File: src/hw/rtl/edfs_pkg.sv
// ----------------------------------------------------------------------------
// edfs_pkg
// Shared widths, codes and control/status bundles of the EDF tick scheduler.
// ----------------------------------------------------------------------------
package edfs_pkg;

  localparam int TIME_W     = 32;  // current time, run length
  localparam int STAMP_W    = 33;  // next release, absolute deadline
  localparam int WORK_W     = 16;  // capacity, period, relative deadline
  localparam int SLOT_W     = 4;   // task index on the ports
  localparam int NUM_W      = 5;   // num_tasks register
  localparam int CFG_IDX_W  = 1;
  localparam int CFG_DATA_W = 32;

  // input item kinds
  localparam logic KIND_TICK = 1'b0;
  localparam logic KIND_LOAD = 1'b1;

  // configuration register indexes
  localparam logic [CFG_IDX_W-1:0] REG_NUM_TASKS  = 1'b0;
  localparam logic [CFG_IDX_W-1:0] REG_RUN_LENGTH = 1'b1;

  // controller -> datapath
  typedef struct packed {
    logic load;    // write task slot from the input beat
    logic rel;     // release pass over all lanes
    logic commit;  // run the picked task, register the result
    logic fin;     // with commit: tick past run length
  } edfs_cmd_t;

  // datapath -> controller
  typedef struct packed {
    logic past_end;  // current time >= run length
    logic out_free;  // output register can take a result this cycle
  } edfs_sts_t;

endpackage

File: src/hw/rtl/edfs_ctrl.sv
// ----------------------------------------------------------------------------
// edfs_ctrl
// Sequencer: accept, release pass, min-tree settle, commit.
// ----------------------------------------------------------------------------
module edfs_ctrl
  import edfs_pkg::*;
#(
  parameter int TREE_DEPTH = 4
) (
  input  logic      clk,
  input  logic      rst_n,
  input  logic      in_valid,
  output logic      in_stall,
  input  logic      in_kind,
  input  edfs_sts_t sts,
  output edfs_cmd_t cmd
);

  localparam int CNT_W = $clog2(TREE_DEPTH + 1);

  localparam logic [1:0] S_IDLE = 2'd0;
  localparam logic [1:0] S_REL  = 2'd1;
  localparam logic [1:0] S_TREE = 2'd2;
  localparam logic [1:0] S_PICK = 2'd3;

  logic [1:0]       state_r, state_nxt;
  logic [CNT_W-1:0] cnt_r, cnt_nxt;
  logic             fin_r, fin_nxt;
  logic             accept;

  assign in_stall = (state_r != S_IDLE);
  assign accept   = in_valid && !in_stall;

  always_comb begin
    state_nxt  = state_r;
    cnt_nxt    = cnt_r;
    fin_nxt    = fin_r;
    cmd        = '0;
    unique case (state_r)
      S_IDLE: begin
        if (accept) begin
          if (in_kind == KIND_LOAD) begin
            cmd.load = 1'b1;
          end else begin
            state_nxt = S_REL;
          end
        end
      end
      S_REL: begin
        if (sts.past_end) begin
          fin_nxt   = 1'b1;
          state_nxt = S_PICK;
        end else begin
          cmd.rel   = 1'b1;
          cnt_nxt   = CNT_W'(TREE_DEPTH - 1);
          state_nxt = S_TREE;
        end
      end
      S_TREE: begin
        if (cnt_r == '0) begin
          state_nxt = S_PICK;
        end else begin
          cnt_nxt = cnt_r - 1'b1;
        end
      end
      S_PICK: begin
        if (sts.out_free) begin
          cmd.commit = 1'b1;
          cmd.fin    = fin_r;
          fin_nxt    = 1'b0;
          state_nxt  = S_IDLE;
        end
      end
      default: state_nxt = S_IDLE;
    endcase
  end

  always_ff @(posedge clk) begin
    if (!rst_n) begin
      state_r <= S_IDLE;
      cnt_r   <= '0;
      fin_r   <= 1'b0;
    end else begin
      state_r <= state_nxt;
      cnt_r   <= cnt_nxt;
      fin_r   <= fin_nxt;
    end
  end

endmodule

File: config.mk
export PLATFORM = sky130hd
export DESIGN_NAME = edfs_ctrl
export DESIGN_NICKNAME = d
export VERILOG_FILES = /design/src/hw/rtl/edfs_pkg.sv /design/src/hw/rtl/edfs_ctrl.sv
export SDC_FILE = /design/constraint.sdc
export NUM_CORES = 1
export LEC_CHECK = 0
export BUFFER_PORTS_ARGS = -buffer_cell sky130_fd_sc_hd__buf_4
export CAP_MARGIN = 20
export CORE_AREA = 8 8 45 47
export CTS_BUF_LIST = sky130_fd_sc_hd__clkbuf_4 sky130_fd_sc_hd__clkbuf_8
export DETAILED_ROUTE_END_ITERATION = 16
export DIE_AREA = 0 0 53 55
export PLACE_DENSITY = 0.55
export REMOVE_ABC_BUFFERS = 1
export SETUP_SLACK_MARGIN = 0.15
export SLEW_MARGIN = 20
export SYNTH_ARGS = -nofsm -noshare
export SYNTH_HDL_FRONTEND = slang
export SYNTH_SLANG_ARGS = --single-unit
File: constraint.sdc
create_clock -name clk -period 2.3 [get_ports clk]
set_input_delay 0.115 -clock clk [delete_from_list [all_inputs] [get_ports clk]]
set_output_delay 0.115 -clock clk [all_outputs]
set_load 0.01 [all_outputs]
==> results of run 1 <==
[worst min-delay path: stages]
cell	delay [ns]
buf_4	0.14
nand2_1	0.06
a21oi_1	0.03
[power by group]
group          internal [W]  switching, W
combinational      0.000160      0.000199
clock             0.0000589     0.0000358
sequential         0.000145     0.0000343
[layout by cell type, fill, tap and decap left out, drive strengths merged]
master,n
buf,10
inv,7
ha,7
o21ai,7
nand2,6
dfxtp,6
a21oi,4
clkbuf,3
and3,2
and2,2
nor2,2
nand3,2
nor2b,2
o21a,1
a31oi,1
o22ai,1
nand2b,1
or2b,1
a222oi,1
nand4,1
o211ai,1
[metal layers]
metal / routed length (microns) / vias up / part of all wire, %
li1: - / 216 / -
met1: 361 / 183 / 39
met2: 513 / 5 / 56
met3: 44 / 0 / 4.8
met4: 0 / 0 / 0
met5: 0 / - / 0
[metrics by stage]
stage                     cells  setup WS, ns
final                        84         0.638
after CTS                    84         0.610
after detailed placement     81         0.624
after floorplan              55         0.860
after global placement       81         0.738
after global routing         84         0.499
[registers in the layout, indices dropped and copies added, names as in the netlist]
register  flops
cnt_r         3
fin_r         1
state_r       2
[worst paths after layout]
kind,startpoint,end,slack [ns],depth (start not counted)
max,state_r[0],state_r[0],0.64,5
min,rst_n,cnt_r[1],0.15,3
max reg2reg,state_r[0],state_r[0],0.64,5
min reg2reg,cnt_r[1],cnt_r[1],0.48,2
[layout make-up]
cell class	instances	area, sq um
inverters	7	26.3
repair buffers	10	75.1
clock buffers	3	22.5
flip-flops and latches	6	120
fillers	155	832
multi-input cells	42	288
well taps	16	20.0
[cells by family (layout without fill, tap and decap cells)]
family                     after synthesis  in the layout
AOI/OAI and AO/OA                       16             16
adders and majority gates                7              7
buffers and inverters                    8             20
DFF                                      6              6
and+or+nand+nor                         19             19
==> flow_summary.toml, run 1 <==
[floorplanning]
die_y_microns = 55
start_util_pct = 31.6
core_sq_mm = 0.00138
dieArea_sq_mm = 0.00292
dieWidth_microns = 53
rows = 14
io_pins = 11

[grt]
antenna_found_initial = 0
grt_overflow = 0
grt_pass1_vias = 399
grt_pass1_wl_microns = 1640
use_met2_pct = 14.3
grt_max_degree = 10
grt_util_met3_pct = 4.28
grt_busiest_layer = "met2"
grt_usage_pct = 7.55
grt_util_met1_pct = 6.56

[synth]
muxShareOfSynthArea_pct = 0
synthXorXnorAreaFrac_pct = 0
synth_edf_count = 0
synth_adder_area_share_pct = 20.0
yosys_warnings = 0
synthSimpleGateAreaFrac_pct = 24.6
synth_top_area_share_pct = 27.4
synth-seq-cells = 6
syn_area_per_cell_sq_um = 7.82
synth_area_leader_cell = "dfxtp_1"
synth_commonest_cells = "ha_1 (7), inv_1 (7), dfxtp_1 (6), nand2_1 (6)"
synth_top_family_by_area = "simple AND/OR/NAND/NOR gates"
synth.distinct_cells = 22
synth_seq_area_share_pct = 27.4
async_reset_ff_share_pct = 0
synthFlopType = "dfxtp_1"
synth_compound_area_share_pct = 21.1
synth_area_leaders = "dfxtp_1 (27%), ha_1 (20%), inv_1 (6.0%)"
syn_area_sq_um = 438
synthCells = 56

[power_and_ir_drop]
p_leak_nw = 0.255
p_per_area_mw_per_mm2 = 1150
totalPowerFinal_w = 0.000633
vdd_ir_drop_max_uv = 404

[detailed_routing]
vias_per_cell = 4.81
num_vias = 404
ant_nets = 0
wl_microns = 919
first_iter_violations = 11
drc = 0
post_drt_wl_per_cell_microns = 10.9
first_pass_iters = 4

[sta]
rsz0062_at_grt = "false"
min_period_ns = 1.66
slew-limit-headroom_pct = 65.3
finalHoldViolCount = 0
fin_tns_setup_ns = 0
setup_violations = 0
clock.fmax_mhz = 602
hold_ws_ns = 0.154
fin_skew_ns = 0.00214
slew_viol_final = 0
fin_crit_sh_pct = 72.3
worstMarginPinSlew_ns = 0.520

[clock_network]
cts_max_level = 1
clock_sinks = 6
path_clk_slew_ns = 0.04
clock_latency_ns = 0.24
hold_buffers = 0
cts_tree = "built"
cts_max_path_buffers = 2
cts_made_buffers = 3
root_buffer = "clkbuf_4"
cts_setup_buffers = 0
cts_resized = 0

[worst_setup_path]
worstPathArrival_ns = 1.83
worst_ep_required_time_ns = 2.47
crit_slowest_cell = "a222oi_1"
critical-path-top-delay-family = "compound AO/OA/AOI/OAI gates"
worst-path-buf-inv = 1
crit_path_max_incr_delay_ns = 0.52
worstPathMaxFanout = 6
start_kind = "flip-flop"
path_class = "flip-flop to flip-flop"
path_cells = "inv_1 > ha_1 > a222oi_1 > o211ai_1 > o21ai_0"
timing.critical_path.to_type = "flip-flop"

[final_layout]
nets = 83
num_antenna_cells = 0
drive_gt1_share_pct = 22.1
areaGrowthSynthToFinish_pct = 26.0
final_core_util_pct = 39.9
postLayoutCellArea_sq_um = 552

[status]
outcome = "finished clean"

[placement]
io_buffers = 10
place.gp.congestion = 0.736
dpl.hpwl_microns = 754
placed_area_sq_um = 529

[min_path]
hold_class = "input port to flip-flop"

[run]
maxCapViolCount = 0
(Power assumes the default switching activity.)
==> run 2, diff against run 1 <==
--- a/config.mk
+++ b/config.mk
@@ -11,7 +11,7 @@
 export CTS_BUF_LIST = sky130_fd_sc_hd__clkbuf_4 sky130_fd_sc_hd__clkbuf_8
 export DETAILED_ROUTE_END_ITERATION = 16
 export DIE_AREA = 0 0 53 55
-export PLACE_DENSITY = 0.55
+export PLACE_DENSITY = 0.57
 export REMOVE_ABC_BUFFERS = 1
 export SETUP_SLACK_MARGIN = 0.15
 export SLEW_MARGIN = 20
==> constraint.sdc (replaced) <==
create_clock -name clk -period 1.45 [get_ports clk]
set_input_delay 0.0725 -clock clk [delete_from_list [all_inputs] [get_ports clk]]
set_output_delay 0.0725 -clock clk [all_outputs]
set_load 0.01 [all_outputs]
==> run 2 against run 1 <==
Global-route usage grew 2.2 points; critical path type unchanged; first-iteration DRC count is the same; clock skew grew 0.0045 ns; wire length grew 26%; cell area grew 26%; sequential share of layout area shrank 3.2 points; via count grew 16%; largest power group unchanged; hold slack lost 0.037 ns; fmax grew 24%; worst setup slack lost 0.53 ns; register-to-register slack lost 0.53 ns; final cell count grew 12%.
==> flow_summary.toml, run 2 (synthesis results as in run 1) <==
[min_path]
hold_depth = 2
hold_class = "input port to flip-flop"

[final_layout]
final_core_util_pct = 50.3
biggestRegsByFlops = "cnt_r x3, state_r x2, fin_r x1"
final_common_cell = "buf_4"
top_register = "cnt_r"
layout_common_cells = "buf_4 (20), nand2_1 (5), o21ai_1 (5), a21oi_1 (4)"
areaGrowthSynthToFinish_pct = 58.9
largest_reg_flops = 3
num_antenna_cells = 0
postLayoutCellArea_sq_um = 696
n_fill_cell = 136
drive_gt1_share_pct = 50.0
nets = 93

[sta]
slew-limit-headroom_pct = 79.1
fin_skew_ns = 0.00662
rsz0062_at_grt = "true"
worstMarginPinSlew_ns = 0.314
fin_tns_setup_ns = 0
min_period_ns = 1.34
slew_viol_final = 0
fin_crit_sh_pct = 92.3
finalHoldViolCount = 0
setup_violations = 0
clock.fmax_mhz = 747
hold_ws_ns = 0.117

[clock_network]
cts_made_buffers = 3
root_buffer = "clkbuf_4"
clock_sinks = 6
cts_max_path_buffers = 2
clock_latency_ns = 0.25
cts_max_level = 1
cts_tree = "built"
path_clk_slew_ns = 0.05

[grt]
antenna_found_initial = 0
grt_max_degree = 10
grt_pass1_vias = 527
grt_pass1_wl_microns = 2090
grt_overflow = 0
grt_usage_pct = 9.79

[detailed_routing]
drc = 0
wl_microns = 1160
post_drt_wl_per_cell_microns = 12.3
vias_per_cell = 4.97
first_pass_iters = 5
first_iter_violations = 11
num_vias = 467
ant_nets = 0

[worst_setup_path]
reg2regPathDepth = 5
worstPathArrival_ns = 1.50
crit_slowest_cell = "dfxtp_4"
path_cells = "ha_2 > a222oi_1 > buf_4 > o211ai_1 > o21ai_1"
path_class = "flip-flop to flip-flop"
timing.critical_path.to_type = "flip-flop"
start_kind = "flip-flop"
worstPathMaxFanout = 4
worst_ep_required_time_ns = 1.62
crit_path_max_incr_delay_ns = 0.36

[placement]
place.gp.congestion = 0.742
placed_area_sq_um = 544
dpl.hpwl_microns = 783
io_buffers = 10

[power_and_ir_drop]
p_per_area_mw_per_mm2 = 1950
p_leak_nw = 0.314
totalPowerFinal_w = 0.00136
vdd_ir_drop_max_uv = 1020

[floorplanning]
die_y_microns = 55
io_pins = 11
rows = 14
dieWidth_microns = 53
start_util_pct = 31.6
core_sq_mm = 0.00138
dieArea_sq_mm = 0.00292

[run]
maxCapViolCount = 0

[status]
outcome = "finished clean"
==> run 2: changes by cell type in the layout (fill, tap and decap cells not counted), moves of 2 or more <==
cell and delta:
dfxtp_4 +2, ha_4 +3, ha_2 +2, inv_1 -4, ha_1 -5, dfxtp_1 -3, inv_2 +3, buf_4 +10
==> run 2: where the power goes <==
part	internal (W)	switching, W
logic	0.000479	0.000416
clock network	0.0000937	0.0000621
registers	0.000245	0.0000625
total	0.000818	0.000541
==> run 2: through the flow <==
step | setup slack, ns | std cells
5_1_grt | 0.0218 | 94
3_3_place_gp | 0.00914 | 83
3_5_place_dp | -0.0381 | 83
2_1_floorplan | 0.00971 | 55
4_1_cts | 0.0940 | 94
6_report | 0.112 | 94
==> run 2: final cells by class <==
| class | count | area, sq um | share of cell area [%] |
|---|---|---|---|
| repair buffers | 20 | 150 | 21.6 |
| multi-input cells | 42 | 345 | 49.6 |
| flip-flops and latches | 6 | 129 | 18.5 |
| well taps | 16 | 20.0 | 2.88 |
| inverters | 7 | 28.8 | 4.14 |
| clock buffers | 3 | 22.5 | 3.24 |
==> run 2: critical path: cells and delay by family, from the launching register on <==
family / cells / cell delay (ns)
compound gates: 3 / 0.51
flops: 1 / 0.36
fa+ha+maj: 1 / 0.21
buf+inv: 1 / 0.19
==> run 2: worst paths after layout <==
check | from | to | slack (ns)
setup / recovery | state_r[0] | state_r[0] | 0.11
hold / removal | rst_n | fin_r | 0.12
setup reg to reg | state_r[0] | state_r[0] | 0.11
hold reg to reg | cnt_r[2] | cnt_r[2] | 0.52
==> run 2: per-layer routing <==
layer	routed length [microns]	part of all wire [%]	track usage (%)
met1	418	36	8.22
met5	0	0	0
met3	124	11	5.88
met2	592	51	18.6
met4	21	1.8	3.45
==> run 2: timing repair <==
action | CTS | global route
pin swaps | 3 | 3
buffers inserted | 8 | 0
gates resized for setup | 15 | 8
endpoints found under the setup margin | 8 | 6
hold buffers | 0 | 0
==> run 3, diff against run 2 <==
--- a/config.mk
+++ b/config.mk
@@ -11,7 +11,7 @@
 export CTS_BUF_LIST = sky130_fd_sc_hd__clkbuf_4 sky130_fd_sc_hd__clkbuf_8
 export DETAILED_ROUTE_END_ITERATION = 16
 export DIE_AREA = 0 0 53 55
-export PLACE_DENSITY = 0.57
+export PLACE_DENSITY = 0.55
 export REMOVE_ABC_BUFFERS = 1
 export SETUP_SLACK_MARGIN = 0.15
 export SLEW_MARGIN = 20
==> constraint.sdc (replaced) <==
create_clock -name clk -period 1.6 [get_ports clk]
set_input_delay 0.08 -clock clk [delete_from_list [all_inputs] [get_ports clk]]
set_output_delay 0.08 -clock clk [all_outputs]
set_load 0.01 [all_outputs]
==> run 3 against run 2 <==
Largest power group unchanged; power down 28%; flip-flop and latch count unchanged; die area is the same; cell area down 17%; worst setup slack gained 0.046 ns; sequential power is 15% lower; sequential share of layout area increased by 2.7 points; global-route usage shrank 2.7 points; first-iteration DRC count decreased by 55%; critical path depth rose by 1.
==> flow_summary.toml, run 3 (synthesis results as in run 1) <==
[status]
outcome = "finished clean"

[worst_setup_path]
critical-path-top-delay-family = "compound AO/OA/AOI/OAI gates"
r2r_setup_slack_ns = 0.16
cp.depth = 6
crit_slowest_cell = "dfxtp_2"
crit_path_max_incr_delay_ns = 0.37
crit_path_end = "state_r[0]"
start_kind = "flip-flop"
worstPathMaxFanout = 6
worstSetupStartpoint = "state_r[0]"
timing.critical_path.to_type = "flip-flop"
worstPathArrival_ns = 1.60
worstReg2RegEnd = "state_r[0]"
path_cells = "inv_1 > ha_1 > a222oi_1 > buf_4 > o211ai_1 > o21ai_0"
worst-path-buf-inv = 2
worst_ep_required_time_ns = 1.76
timing.rr.start = "state_r[0]"
reg2regPathDepth = 6
path_class = "flip-flop to flip-flop"

[final_layout]
largest_reg_flops = 3
top_register = "cnt_r"
biggestRegsByFlops = "cnt_r x3, state_r x2, fin_r x1"
drive_gt1_share_pct = 31.4
num_antenna_cells = 0
n_fill_cell = 157
nets = 85
final_core_util_pct = 41.7
layout_common_cells = "buf_4 (12), inv_1 (7), ha_1 (6), nand2_1 (5)"
areaGrowthSynthToFinish_pct = 31.7
postLayoutCellArea_sq_um = 577
final_common_cell = "buf_4"

[detailed_routing]
first_iter_violations = 5
num_vias = 413
met1_length_microns = 390
first_pass_iters = 4
wl_met3_microns = 47
post_drt_wl_per_cell_microns = 11.1
wl_microns = 954
ant_nets = 0
top_layer = "met4"
vias_per_cell = 4.80
wl_met2_microns = 500
drc = 0

[floorplanning]
die_y_microns = 55
dieArea_sq_mm = 0.00292
start_util_pct = 31.6
core_sq_mm = 0.00138
rows = 14
dieWidth_microns = 53
io_pins = 11

[min_path]
hold_depth = 2
holdCritStartpoint = "rst_n"
hold_class = "input port to flip-flop"

[clock_network]
root_buffer = "clkbuf_4"
cts_tree = "built"
cts_max_path_buffers = 2
clock_latency_ns = 0.25
cts_max_level = 1
path_clk_slew_ns = 0.05
clock_sinks = 6
cts_made_buffers = 3

[power_and_ir_drop]
power_frac_seq_pct = 26.9
p_comb_share_pct = 58.3
switching_share_pct = 42.0
p_sw_w = 0.000409
p_clk_share_pct = 14.8
p_int_w = 0.000566
vdd_ir_drop_max_uv = 667
p_leak_nw = 0.266
p_per_area_mw_per_mm2 = 1690

[sta]
worstMarginPinSlew_ns = 0.271
fin_skew_ns = 0.00264
rsz0062_at_grt = "true"
hold_ws_ns = 0.111
min_period_ns = 1.44
slew-limit-headroom_pct = 81.9
fin_tns_setup_ns = 0
clock.fmax_mhz = 693
slew_viol_final = 0
finalHoldViolCount = 0
setup_violations = 0
fin_crit_sh_pct = 90.1

[grt]
grt_pass1_wl_microns = 1480
grt_pass1_vias = 360
grt_usage_pct = 7.06
grt_overflow = 0
antenna_found_initial = 0
grt_max_degree = 10

[run]
maxCapViolCount = 0

[placement]
placed_area_sq_um = 537
io_buffers = 10
dpl.hpwl_microns = 741
place.gp.congestion = 0.668
## run 3: power groups by stage
stage          registers [W]  clock network, W  logic [W]
2_1_floorplan       0.000248                 0   0.000391
3_3_place_gp        0.000259                 0   0.000532
3_5_place_dp        0.000261                 0   0.000535
4_1_cts             0.000257          0.000148   0.000560
5_1_grt             0.000273          0.000163   0.000646
6_report            0.000262          0.000144   0.000569
## run 3: layer usage
| metal | GRT usage, % | up-vias |
|---|---|---|
| met2 | 12.5 | 5 |
| met1 | 6.11 | 184 |
| met3 | 3.48 | 3 |
| met4 | 5.17 | 0 |
| li1 | - | 221 |
| met5 | 0 | - |
## run 3: metrics by stage
step                      power (W)  setup slack (ns)  std cells
final                      0.000976             0.158         86
after floorplan            0.000639             0.160         55
after CTS                  0.000965             0.161         86
after detailed placement   0.000796           0.00849         82
after global placement     0.000791             0.120         82
after global routing        0.00108            0.0860         86
## run 3: final cells by class
class | count | area, sq um | area share, %
clock buffer | 3 | 22.5 | 3.90
inverter | 7 | 26.3 | 4.56
multi-input combinational | 42 | 295 | 51.2
sequential | 6 | 123 | 21.3
tap | 16 | 20.0 | 3.47
timing repair buffer | 12 | 90.1 | 15.6
## run 3: how the worst min path moves through the flow
stage,end
6_report,fin_r
5_1_grt,cnt_r[1]
3_3_place_gp,fin_r
4_1_cts,fin_r
2_1_floorplan,cnt_r[1]
3_5_place_dp,fin_r
## run 3: worst register-to-register path: stages (launching register included)
cell	delay [ns]
dfxtp_2	0.37
inv_1	0.09
ha_1	0.21
a222oi_1	0.31
buf_4	0.19
o211ai_1	0.09
o21ai_0	0.10
## run 3: what timing repair did
action,CTS,global route
resized for setup,0,5
setup buffers,1,0
gates cloned,0,0
hold buffers,0,0
setup endpoints to repair,2,6
pin swaps,1,1
